## src/rtl/dre_pkg.sv

```systemverilog
// ----------------------------------------------------------------------------
// dre_pkg
// Shared types and constants for the DNS reply address extractor: the byte
// stream transaction, the result transaction and the parser constants.
// ----------------------------------------------------------------------------
`default_nettype none

package dre_pkg;

  // one byte of the reply message
  typedef struct packed {
    logic [7:0] msg_byte;
    logic       last_byte;
  } msg_t;

  // one result per message
  typedef struct packed {
    logic        found;
    logic [31:0] ipv4_address;
  } res_t;

  localparam int unsigned APB_ADDR_W   = 2;
  localparam int unsigned APB_DATA_W   = 32;
  localparam int unsigned ID_W         = 16;

  localparam int unsigned CNT_W        = 4;
  localparam int unsigned HEADER_BYTES = 12;
  localparam int unsigned FIXED_BYTES  = 10;
  localparam int unsigned QTAIL_BYTES  = 4;

  localparam logic [15:0] FLAG_REPLY   = 16'h8000;
  localparam logic [15:0] RCODE_MASK   = 16'h000F;
  localparam logic [7:0]  POINTER_MARK = 8'hC0;
  localparam logic [15:0] TYPE_A       = 16'd1;
  localparam logic [15:0] CLASS_IN     = 16'd1;
  localparam logic [15:0] ADDR_LEN     = 16'd4;

  // register addresses
  localparam logic [APB_ADDR_W-1:0] REG_EXPECTED_ID = 2'd0;

  // outcome codes
  localparam logic [1:0] OUT_PENDING = 2'd0;
  localparam logic [1:0] OUT_FOUND   = 2'd1;
  localparam logic [1:0] OUT_FAILED  = 2'd2;

endpackage

`default_nettype wire

```

## src/rtl/dns_reply_address_extractor.sv

```systemverilog
// ----------------------------------------------------------------------------
// dns_reply_address_extractor
// Parses a DNS reply streamed one byte per transaction and reports the first
// Internet-class A record with a 4-byte address, one result per message.
// ----------------------------------------------------------------------------
// Throughput: one byte per cycle, set by the single parser state update, except
//   that a final byte is held while an earlier result still waits on res_ready.
// Flow: a byte is registered in the input stage on accept and parsed from there;
//   the result is registered into res as the final byte leaves the input stage.
// Reset: rst (synchronous) clears the parser to the header phase, empties the
//   input and result stages and sets expected_id to zero.
`default_nettype none

module dns_reply_address_extractor (
  input  wire logic                               clk,
  input  wire logic                               rst,
  input  wire logic                               msg_valid,
  output      logic                               msg_ready,
  input  wire dre_pkg::msg_t                      msg,
  output      logic                               res_valid,
  input  wire logic                               res_ready,
  output      dre_pkg::res_t                      res,
  input  wire logic                               psel,
  input  wire logic                               penable,
  input  wire logic                               pwrite,
  input  wire logic [dre_pkg::APB_ADDR_W-1:0]     paddr,
  input  wire logic [dre_pkg::APB_DATA_W-1:0]     pwdata,
  output      logic [dre_pkg::APB_DATA_W-1:0]     prdata,
  output      logic                               pready
);
  import dre_pkg::*;

  localparam logic [3:0] PH_HEADER  = 4'd0;
  localparam logic [3:0] PH_NAME    = 4'd1;
  localparam logic [3:0] PH_LABEL   = 4'd2;
  localparam logic [3:0] PH_POINTER = 4'd3;
  localparam logic [3:0] PH_QTAIL   = 4'd4;
  localparam logic [3:0] PH_RFIXED  = 4'd5;
  localparam logic [3:0] PH_RDATA   = 4'd6;
  localparam logic [3:0] PH_RADDR   = 4'd7;
  localparam logic [3:0] PH_DONE    = 4'd8;

  // configuration
  logic [ID_W-1:0] expected_id;

  assign pready = 1'b1;
  assign prdata = {{(APB_DATA_W-ID_W){1'b0}}, expected_id};

  always_ff @(posedge clk) begin
    if (rst) begin
      expected_id <= '0;
    end else if (psel && penable && pwrite && pready && paddr == REG_EXPECTED_ID) begin
      expected_id <= pwdata[ID_W-1:0];
    end
  end

  // input stage
  logic s_valid;
  msg_t s_msg;
  logic advance;

  assign advance   = s_valid && !(s_msg.last_byte && res_valid && !res_ready);
  assign msg_ready = !s_valid || advance;

  always_ff @(posedge clk) begin
    if (rst) begin
      s_valid <= 1'b0;
    end else if (msg_ready) begin
      s_valid <= msg_valid;
    end
  end

  always_ff @(posedge clk) begin
    if (msg_ready && msg_valid) begin
      s_msg <= msg;
    end
  end

  // parser state
  logic [3:0]       phase, phase_next;
  logic [CNT_W-1:0] byte_count, byte_count_next;
  logic [15:0]      questions_left, questions_left_next;
  logic [15:0]      answers_left, answers_left_next;
  logic [7:0]       label_bytes_left, label_bytes_left_next;
  logic [15:0]      record_type, record_type_next;
  logic [15:0]      record_class, record_class_next;
  logic [15:0]      data_bytes_left, data_bytes_left_next;
  logic [31:0]      address_shift, address_shift_next;
  logic [1:0]       outcome, outcome_next;

  logic [7:0]       b;
  logic [31:0]      shifted;
  logic [15:0]      w;
  logic [CNT_W-1:0] cnt_inc;

  assign b       = s_msg.msg_byte;
  assign shifted = {address_shift[23:0], b};
  assign w       = shifted[15:0];
  assign cnt_inc = byte_count + CNT_W'(1);

  always_comb begin
    phase_next            = phase;
    byte_count_next       = byte_count;
    questions_left_next   = questions_left;
    answers_left_next     = answers_left;
    label_bytes_left_next = label_bytes_left;
    record_type_next      = record_type;
    record_class_next     = record_class;
    data_bytes_left_next  = data_bytes_left;
    address_shift_next    = address_shift;
    outcome_next          = outcome;

    unique case (phase)
      PH_HEADER: begin
        address_shift_next = shifted;
        byte_count_next    = cnt_inc;
        if (cnt_inc == CNT_W'(2)) begin
          if (w != expected_id) begin
            outcome_next = OUT_FAILED;
            phase_next   = PH_DONE;
          end
        end else if (cnt_inc == CNT_W'(4)) begin
          if ((w & FLAG_REPLY) == '0 || (w & RCODE_MASK) != '0) begin
            outcome_next = OUT_FAILED;
            phase_next   = PH_DONE;
          end
        end else if (cnt_inc == CNT_W'(6)) begin
          questions_left_next = w;
        end else if (cnt_inc == CNT_W'(8)) begin
          answers_left_next = w;
          if (w == '0) begin
            outcome_next = OUT_FAILED;
            phase_next   = PH_DONE;
          end
        end else if (cnt_inc >= CNT_W'(HEADER_BYTES)) begin
          address_shift_next = '0;
          byte_count_next    = '0;
          phase_next         = PH_NAME;
        end
      end
      PH_NAME: begin
        if (b == '0) begin
          byte_count_next = '0;
          phase_next      = (questions_left != '0) ? PH_QTAIL : PH_RFIXED;
        end else if ((b & POINTER_MARK) == POINTER_MARK) begin
          phase_next = PH_POINTER;
        end else begin
          label_bytes_left_next = b;
          phase_next            = PH_LABEL;
        end
      end
      PH_LABEL: begin
        label_bytes_left_next = label_bytes_left - 8'd1;
        if (label_bytes_left_next == '0) begin
          phase_next = PH_NAME;
        end
      end
      PH_POINTER: begin
        byte_count_next = '0;
        phase_next      = (questions_left != '0) ? PH_QTAIL : PH_RFIXED;
      end
      PH_QTAIL: begin
        byte_count_next = cnt_inc;
        if (cnt_inc >= CNT_W'(QTAIL_BYTES)) begin
          byte_count_next     = '0;
          questions_left_next = questions_left - 16'd1;
          phase_next          = PH_NAME;
        end
      end
      PH_RFIXED: begin
        byte_count_next = cnt_inc;
        if (cnt_inc <= CNT_W'(2)) begin
          record_type_next = {record_type[7:0], b};
        end else if (cnt_inc <= CNT_W'(4)) begin
          record_class_next = {record_class[7:0], b};
        end else if (cnt_inc >= CNT_W'(FIXED_BYTES - 1)) begin
          data_bytes_left_next = {data_bytes_left[7:0], b};
        end
        if (cnt_inc >= CNT_W'(FIXED_BYTES)) begin
          byte_count_next = '0;
          if (record_type_next == TYPE_A && record_class_next == CLASS_IN &&
              data_bytes_left_next == ADDR_LEN) begin
            address_shift_next = '0;
            phase_next         = PH_RADDR;
          end else if (data_bytes_left_next == '0) begin
            answers_left_next = answers_left - 16'd1;
            if (answers_left_next == '0) begin
              outcome_next = OUT_FAILED;
              phase_next   = PH_DONE;
            end else begin
              phase_next = PH_NAME;
            end
          end else begin
            phase_next = PH_RDATA;
          end
        end
      end
      PH_RDATA: begin
        data_bytes_left_next = data_bytes_left - 16'd1;
        if (data_bytes_left_next == '0) begin
          answers_left_next = answers_left - 16'd1;
          if (answers_left_next == '0) begin
            outcome_next = OUT_FAILED;
            phase_next   = PH_DONE;
          end else begin
            phase_next = PH_NAME;
          end
        end
      end
      PH_RADDR: begin
        address_shift_next   = shifted;
        data_bytes_left_next = data_bytes_left - 16'd1;
        if (data_bytes_left_next == '0) begin
          outcome_next = OUT_FOUND;
          phase_next   = PH_DONE;
        end
      end
      default: begin
        // done: bytes ignored until the final one
      end
    endcase
  end

  always_ff @(posedge clk) begin
    if (rst || (advance && s_msg.last_byte)) begin
      phase            <= PH_HEADER;
      byte_count       <= '0;
      questions_left   <= '0;
      answers_left     <= '0;
      label_bytes_left <= '0;
      record_type      <= '0;
      record_class     <= '0;
      data_bytes_left  <= '0;
      address_shift    <= '0;
      outcome          <= OUT_PENDING;
    end else if (advance) begin
      phase            <= phase_next;
      byte_count       <= byte_count_next;
      questions_left   <= questions_left_next;
      answers_left     <= answers_left_next;
      label_bytes_left <= label_bytes_left_next;
      record_type      <= record_type_next;
      record_class     <= record_class_next;
      data_bytes_left  <= data_bytes_left_next;
      address_shift    <= address_shift_next;
      outcome          <= outcome_next;
    end
  end

  // result stage
  res_t res_next;

  always_comb begin
    if (outcome_next == OUT_FOUND) begin
      res_next.found        = 1'b1;
      res_next.ipv4_address = address_shift_next;
    end else begin
      res_next.found        = 1'b0;
      res_next.ipv4_address = '0;
    end
  end

  always_ff @(posedge clk) begin
    if (rst) begin
      res_valid <= 1'b0;
    end else if (advance && s_msg.last_byte) begin
      res_valid <= 1'b1;
    end else if (res_ready) begin
      res_valid <= 1'b0;
    end
  end

  always_ff @(posedge clk) begin
    if (advance && s_msg.last_byte) begin
      res <= res_next;
    end
  end

  // checks
  a_fail_zero_addr: assert property (@(posedge clk) disable iff (rst)
    (res_valid && !res.found) |-> (res.ipv4_address == '0))
    else $error("failed result carries a nonzero address");

  a_clear_after_last: assert property (@(posedge clk) disable iff (rst)
    (advance && s_msg.last_byte) |=> (phase == PH_HEADER && outcome == OUT_PENDING))
    else $error("parser not cleared after final byte");

  a_found_is_done: assert property (@(posedge clk) disable iff (rst)
    (outcome != OUT_PENDING) |-> (phase == PH_DONE))
    else $error("outcome set outside done phase");

  a_no_overwrite: assert property (@(posedge clk) disable iff (rst)
    (res_valid && !res_ready) |-> !(advance && s_msg.last_byte))
    else $error("result overwritten before taken");

endmodule

`default_nettype wire

```

## config.mk

```make
export PLATFORM = sky130hd
export DESIGN_NAME = dns_reply_address_extractor
export DESIGN_NICKNAME = d
export VERILOG_FILES = /design/src/rtl/dre_pkg.sv /design/src/rtl/dns_reply_address_extractor.sv
export SDC_FILE = /design/constraint.sdc
export NUM_CORES = 1
export LEC_CHECK = 0
export BUFFER_PORTS_ARGS = -buffer_cell sky130_fd_sc_hd__buf_2
export CAP_MARGIN = 20
export CORE_MARGIN = 2
export CORE_UTILIZATION = 60
export CTS_CLUSTER_DIAMETER = 200
export CTS_CLUSTER_SIZE = 8
export DETAILED_ROUTE_END_ITERATION = 10
export GPL_ROUTABILITY_DRIVEN = 1
export PLACE_DENSITY = 0.87
export SLEW_MARGIN = 10
export SYNTH_ARGS = -nofsm -noshare
export SYNTH_HDL_FRONTEND = slang
export SYNTH_SLANG_ARGS = --single-unit
```

## constraint.sdc

```tcl
create_clock -name clk -period 8.9 [get_ports clk]
set_input_delay 0.89 -clock clk [delete_from_list [all_inputs] [get_ports clk]]
set_output_delay 0.89 -clock clk [all_outputs]
set_load 0.03 [all_outputs]
```

# Word-level counts from Yosys, hierarchy flattened
# Index checks and enable logic that the tools add are counted.
# classes
add_sub_neg	5
n_lt_le_gt_ge	6
eq_ne	37
muxes	81
reduce_logical	42
# ops
cell	count
16-bit two-way mux	21
32-bit two-way mux	7
4-bit two-way mux	24
32-bit one-hot mux with 3 select lines	1
16-bit logical NOT	5
16-bit one-hot mux with 2 select lines	2
16-bit one-hot mux with 3 select lines	1
16-bit by 1-bit subtractor with 16-bit output, second input constant	3
33-bit two-way mux	1
16-bit by 1-bit == test with 1-bit output, second input constant	2
4-bit one-hot mux with 8 select lines	1
16-bit nonzero test	2
2-bit inequality test, second input constant	15
2-bit two-way mux	13
4-bit by 3-bit == test with 1-bit output, second input constant	6
4-bit one-hot mux with 5 select lines	1
16-bit by 3-bit == test with 1-bit output, second input constant	1
8-bit logical NOT	2
8-bit two-way mux	2
16-bit inequality test	1
8-bit one-hot mux with 2 select lines	1
4-bit by 2-bit == test with 1-bit output, second input constant	3
4-bit greater-or-equal comparator, second input constant	3
12-bit AND reduction	1
other kinds (30)	52
# word_totals
ff_bits	190
out_inout_bits	68
word_cells	188

# Longest topological paths before layout
# logic_depth
word_depth	13
depth_mapped	14

# Least setup slack after synthesis
# Ideal clock, no wire load.
# synth_timing
path_type	input-to-reg
start	input res_ready
end	register address_shift[10]
arrival_ns	3.515
required_time_ns	8.840
setup_slack_ns	5.326
path_stages	7
n_path_buf	1
path_cell_list	nor2b_1 > a21oi_1 > and2_1 > or2_2 > a2111oi_0 > clkbuf_1 > a22o_1
# synth_via
elab_chain_len	6
# synth_rtl
item	line	rtl
start: declaration	dns_reply_address_extractor.sv:21	input wire logic res_ready,
1-bit logical NOT (*)	dns_reply_address_extractor.sv:62	assign advance = s_valid && !(s_msg.last_byte && res_valid && !res_ready);
1-bit logical AND (*)	dns_reply_address_extractor.sv:62	
1-bit logical NOT (*)	dns_reply_address_extractor.sv:62	
1-bit logical AND (*)	dns_reply_address_extractor.sv:62	
1-bit logical AND	dns_reply_address_extractor.sv:225	if (rst || (advance && s_msg.last_byte)) begin
1-bit logical OR	dns_reply_address_extractor.sv:225	
end signal: assignment	dns_reply_address_extractor.sv:245	address_shift <= address_shift_next;
end: declaration	dns_reply_address_extractor.sv:88	logic [31:0] address_shift, address_shift_next;
# Mark *: on every way between the ends. The rest lies on a longest branch, timed or not.
# A chain may end at the register's enable or synchronous reset.

# Worst setup path after layout
# layout_timing
start	register byte_count[0]
end	register address_shift[19]
# layout_via
elab_chain_len	11
elab_cells_between_ends	32
cone_classes	add/sub: 1; order compare: 5; eq/ne: 7; mux: 17; reduce/logical: 2
# layout_rtl
item	line	rtl
start: declaration	dns_reply_address_extractor.sv:81	logic [CNT_W-1:0] byte_count, byte_count_next;
start signal: assignment	dns_reply_address_extractor.sv:238	byte_count <= byte_count_next;
4-bit by 1-bit adder with 4-bit output (*)	dns_reply_address_extractor.sv:99	assign cnt_inc = byte_count + CNT_W'(1);
4-bit greater-or-equal comparator / 4-bit by 3-bit <= comparator with 1-bit output (equally long branches)	dns_reply_address_extractor.sv:176, dns_reply_address_extractor.sv:174	
16-bit two-way mux (on tied branches)	dns_reply_address_extractor.sv:176, dns_reply_address_extractor.sv:174	
16-bit two-way mux (on tied branches)	dns_reply_address_extractor.sv:174, dns_reply_address_extractor.sv:172	
16-bit two-way mux (on tied branches)	dns_reply_address_extractor.sv:172, dns_reply_address_extractor.sv:113	
16-bit two-way mux / 16-bit by 1-bit == test with 1-bit output (equally long branches)	dns_reply_address_extractor.sv:113, dns_reply_address_extractor.sv:181	
16-bit by 3-bit == test with 1-bit output / 1-bit logical AND (equally long branches)	dns_reply_address_extractor.sv:182, dns_reply_address_extractor.sv:181	
1-bit logical AND	dns_reply_address_extractor.sv:181	if (record_type_next == TYPE_A && record_class_next == CLASS_IN &&
32-bit two-way mux	dns_reply_address_extractor.sv:181	
32-bit two-way mux	dns_reply_address_extractor.sv:179	if (cnt_inc >= CNT_W'(FIXED_BYTES)) begin
32-bit one-hot mux with 3 select lines (*)	dns_reply_address_extractor.sv:113	unique case (phase)
# Mark *: on every way between the ends. The rest lies on a longest branch, timed or not. The select of a mux whose other input is x is not followed.

==> impl_metrics.prom <==
# TYPE chip_impl_metric gauge
chip_impl_metric{name="place_congestion",unit=""} 1.01
chip_impl_metric{name="core_region_area",unit="sq mm"} 0.0172
chip_impl_metric{name="numClockSinks",unit=""} 190
chip_impl_metric{name="ctsHoldBuffers",unit=""} 0
chip_impl_info{name="biggest_area_consumer_among_synthesized_cells",value="sky130_fd_sc_hd__dfxtp_1"} 1
chip_impl_info{name="yosys_most_used_dff",value="sky130_fd_sc_hd__dfxtp_1"} 1
chip_impl_metric{name="detailed_place.area",unit="sq mm"} 0.0108
chip_impl_metric{name="synth_cells",unit=""} 1261
chip_impl_metric{name="synthDistinctLibCells",unit=""} 77
chip_impl_metric{name="post_drt_wl_per_cell",unit="um"} 18.6
chip_impl_metric{name="cts_inserted_buffers",unit=""} 17
chip_impl_metric{name="dr_total_vias",unit=""} 9856
chip_impl_metric{name="gr-usage-all-layers",unit="%"} 31.0
chip_impl_metric{name="die_h",unit="um"} 136
chip_impl_info{name="worstSetupPathType",value="flip-flop to flip-flop"} 1
chip_impl_metric{name="power_leakage",unit="nW"} 4.14
chip_impl_info{name="timing.rr.start",value="byte_count[0]$_SDFFE_PP0P_"} 1
chip_impl_metric{name="viasPerCell",unit=""} 6.51
chip_impl_metric{name="dr.pass1.iters",unit=""} 6
chip_impl_info{name="synthTopCellsByArea",value="sky130_fd_sc_hd__dfxtp_1, sky130_fd_sc_hd__edfxtp_1, sky130_fd_sc_hd__nand2_1, sky130_fd_sc_hd__a21oi_1, sky130_fd_sc_hd__nor2_1"} 1
chip_impl_info{name="critical_path.startpoint",value="byte_count[0]$_SDFFE_PP0P_"} 1
chip_impl_info{name="hold_crit_path_type",value="flip-flop to flip-flop"} 1
chip_impl_metric{name="cts-root-to-sink-buffers",unit=""} 2
chip_impl_metric{name="postCtsSetupBuffers",unit=""} 0
chip_impl_info{name="synth.cells.most_frequent",value="sky130_fd_sc_hd__nand2_1, sky130_fd_sc_hd__dfxtp_1, sky130_fd_sc_hd__nor2_1"} 1
chip_impl_metric{name="area_growth",unit="%"} 9.20
chip_impl_metric{name="layout-drive-gt1-share",unit="%"} 14.4
chip_impl_info{name="run_status",value="finished clean"} 1
chip_impl_metric{name="nNetsFinal",unit=""} 1336
chip_impl_metric{name="worst_hold_slack",unit="ps"} 459
chip_impl_metric{name="largest_net_degree_at_the_start_of_global_routing",unit=""} 85
chip_impl_metric{name="setup_viol",unit=""} 0
chip_impl_info{name="yosys.cell_count.top_type",value="sky130_fd_sc_hd__nand2_1"} 1
chip_impl_info{name="worst_r2r_endpoint",value="address_shift[19]$_SDFFE_PP0P_"} 1
chip_impl_metric{name="dp.final_hpwl",unit="mm"} 18.2
chip_impl_metric{name="period_share",unit="%"} 46.8
chip_impl_metric{name="dieArea",unit="sq mm"} 0.0185
chip_impl_metric{name="routed_wirelength",unit="mm"} 28.2
chip_impl_metric{name="power_density",unit="mW/mm^2"} 159
chip_impl_metric{name="clk_latency",unit="ps"} 450
chip_impl_metric{name="yosys_register_bits",unit=""} 190
chip_impl_metric{name="cts.reportedPaths.clkPinSlew",unit="ps"} 80
chip_impl_info{name="cts.root.buffer_cell",value="sky130_fd_sc_hd__clkbuf_16"} 1
chip_impl_metric{name="yosysWarnings",unit=""} 0
chip_impl_metric{name="die_w",unit="um"} 136
chip_impl_metric{name="quantity_of_gates_resized_following_cts",unit=""} 0
chip_impl_metric{name="totalPowerFinal",unit="mW"} 1.81
chip_impl_metric{name="post-route-util",unit="%"} 66.5
chip_impl_metric{name="timing.slew.headroom",unit="%"} 23.2
chip_impl_metric{name="globalRouteOverflowTotal",unit=""} 0
chip_impl_info{name="destination_of_the_critical_timing_path",value="address_shift[19]$_SDFFE_PP0P_"} 1
chip_impl_metric{name="final.setup_skew",unit="ps"} 7.95
chip_impl_metric{name="asyncSetResetFlopFracSynth",unit="%"} 0
chip_impl_metric{name="arrival_time_of_data_at_the_critical_path_endpoint",unit="ps"} 4490
chip_impl_metric{name="post-route-min-period",unit="ps"} 4160
chip_impl_metric{name="irDropWorstVdd",unit="uV"} 140
chip_impl_info{name="rsz0062_at_grt",value="false"} 1
chip_impl_metric{name="drtAntennaViolNets",unit=""} 0
chip_impl_metric{name="hold_violations",unit=""} 0
chip_impl_metric{name="ff2ff_path_depth",unit=""} 10
chip_impl_metric{name="grt_pass1_wl",unit="mm"} 45.8
chip_impl_metric{name="placement.io_buffers",unit=""} 84
chip_impl_metric{name="critical_path_peak_fanout",unit=""} 17
chip_impl_metric{name="yosysTopAreaCellShare",unit="%"} 28.3
chip_impl_metric{name="post-route-drc-count",unit=""} 0
chip_impl_metric{name="syn_area",unit="sq mm"} 0.0105
chip_impl_metric{name="worst-slew-pin-transition",unit="ps"} 1140
chip_impl_metric{name="number_of_drc_violations_after_detailed_routing_iteration_0",unit=""} 1245
chip_impl_metric{name="sum_of_negative_setup_slack",unit="ps"} 0
chip_impl_metric{name="pre_cts_slack",unit="ps"} 4860
chip_impl_metric{name="row_count",unit=""} 48
chip_impl_metric{name="synthesis.area_per_instance",unit="sq um"} 8.30
chip_impl_metric{name="report.final.slew_viol_count",unit=""} 0
chip_impl_metric{name="timing.reg2reg.setup_slack",unit="ps"} 4740
chip_impl_metric{name="finalWorstSetupSlack",unit="ps"} 4740
chip_impl_metric{name="cap_viol_max_count",unit=""} 0
chip_impl_metric{name="io-pin-count",unit=""} 118
chip_impl_metric{name="grt_pass1_vias",unit=""} 9008
chip_impl_metric{name="number_of_synthesized_flops_with_an_enable_pin",unit=""} 42
chip_impl_metric{name="cts-htree-levels",unit=""} 4
chip_impl_info{name="cp-start-kind",value="flip-flop"} 1
chip_impl_metric{name="worst_ep_required_time",unit="ps"} 9230
chip_impl_metric{name="finalNonFillerCells",unit=""} 1513
chip_impl_metric{name="insertedDiodeCount",unit=""} 0
chip_impl_info{name="clock_tree_from_tritoncts",value="built"} 1
chip_impl_metric{name="synth-seq-area-share",unit="%"} 40.4
chip_impl_metric{name="grt_antenna_before_repair",unit=""} 0
chip_impl_metric{name="layout.cell_area.non_filler",unit="sq mm"} 0.0114
chip_impl_metric{name="initial_utilization",unit="%"} 60.9
chip_impl_metric{name="upper_clock_frequency_limit",unit="MHz"} 240
chip_impl_info{name="cp-end-kind",value="flip-flop"} 1
chip_impl_metric{name="placed_cells_incl_taps",unit=""} 1480
state kept, by name (all words and copies together), names as in the netlist, 16 cells and up:
signal / flops
address_shift: 32
answers_left: 16
data_bytes_left: 16
expected_id: 16
questions_left: 16
record_class: 16
record_type: 16
res: 33
cells by family after synthesis:
| family | share of synthesized area (%) |
|---|---|
| AO/OA/AOI/OAI | 23.6 |
| XOR/XNOR | 2.60 |
| adder cells (fa/ha/maj) | 1.41 |
| buffers and inverters | 6.24 |
| flip-flops | 40.4 |
| multiplexers | 1.82 |
| other | 0.0718 |
| AND/OR/NAND/NOR | 23.9 |
routing by layer:
| metal | global-route usage (%) | share of wire [%] | vias up |
|---|---|---|---|
| met5 | 0 | 0 | - |
| met4 | 13.8 | 3.4 | 0 |
| met3 | 5.56 | 9.3 | 86 |
| met2 | 49.6 | 47 | 524 |
| met1 | 41.1 | 40 | 4628 |
| li1 | - | - | 4618 |
cell usage in the layout (no fill, tap or decap), types with 15 or more instances in the layout:
cell type,count
sky130_fd_sc_hd__nand2_1,149
sky130_fd_sc_hd__dfxtp_1,148
sky130_fd_sc_hd__nor2_1,117
sky130_fd_sc_hd__a21oi_1,109
sky130_fd_sc_hd__buf_2,84
sky130_fd_sc_hd__o21ai_0,69
sky130_fd_sc_hd__nor3_1,47
sky130_fd_sc_hd__a22oi_1,47
sky130_fd_sc_hd__edfxtp_1,42
sky130_fd_sc_hd__a22o_1,35
sky130_fd_sc_hd__nor3_2,30
sky130_fd_sc_hd__nand3_1,25
sky130_fd_sc_hd__xor2_1,25
sky130_fd_sc_hd__nor4_1,25
sky130_fd_sc_hd__inv_1,22
sky130_fd_sc_hd__mux2i_1,19
sky130_fd_sc_hd__conb_1,17
sky130_fd_sc_hd__clkbuf_16,17
sky130_fd_sc_hd__or3_1,15
worst max-delay path, cell delays in order (launching register included):
cell                      delay, ps
sky130_fd_sc_hd__dfxtp_1        560
sky130_fd_sc_hd__ha_1           480
sky130_fd_sc_hd__xor2_1         270
sky130_fd_sc_hd__nor3b_1        540
sky130_fd_sc_hd__o21ai_0        200
sky130_fd_sc_hd__a22o_1         280
sky130_fd_sc_hd__nor4_1         650
sky130_fd_sc_hd__nor2_1          80
sky130_fd_sc_hd__o31a_1         480
sky130_fd_sc_hd__buf_8          250
sky130_fd_sc_hd__a22o_1         260
final cells by class:
class,count,area [sq um]
clock inverters,14,186
well taps,225,282
clock buffers,18,439
repair buffers,99,541
inverters,22,82.6
flip-flops and latches,190,4220
multi-input cells,945,5670
fillers,1394,5750
worst min path at each step:
| stage | from | to | slack, ps | depth (start not counted) |
|---|---|---|---|---|
| after floorplan | record_class[12]$_SDFFE_PP0P_ | record_class[12]$_SDFFE_PP0P_ | 440 | 2 |
| after global placement | record_class[10]$_SDFFE_PP0P_ | record_class[10]$_SDFFE_PP0P_ | 440 | 2 |
| after detailed placement | record_class[8]$_SDFFE_PP0P_ | record_class[8]$_SDFFE_PP0P_ | 450 | 2 |
| after CTS | record_class[15]$_SDFFE_PP0P_ | record_class[15]$_SDFFE_PP0P_ | 460 | 2 |
| after global routing | record_class[3]$_SDFFE_PP0P_ | record_class[11]$_SDFFE_PP0P_ | 490 | 2 |
| final | record_class[15]$_SDFFE_PP0P_ | record_class[15]$_SDFFE_PP0P_ | 460 | 2 |
where the power goes:
part	switching, mW	internal (mW)
clock	0.379	0.415
sequential	0.0228	0.890
combinational	0.0742	0.0307
total	0.476	1.34
Note: power is estimated with default switching activity, not from simulation.
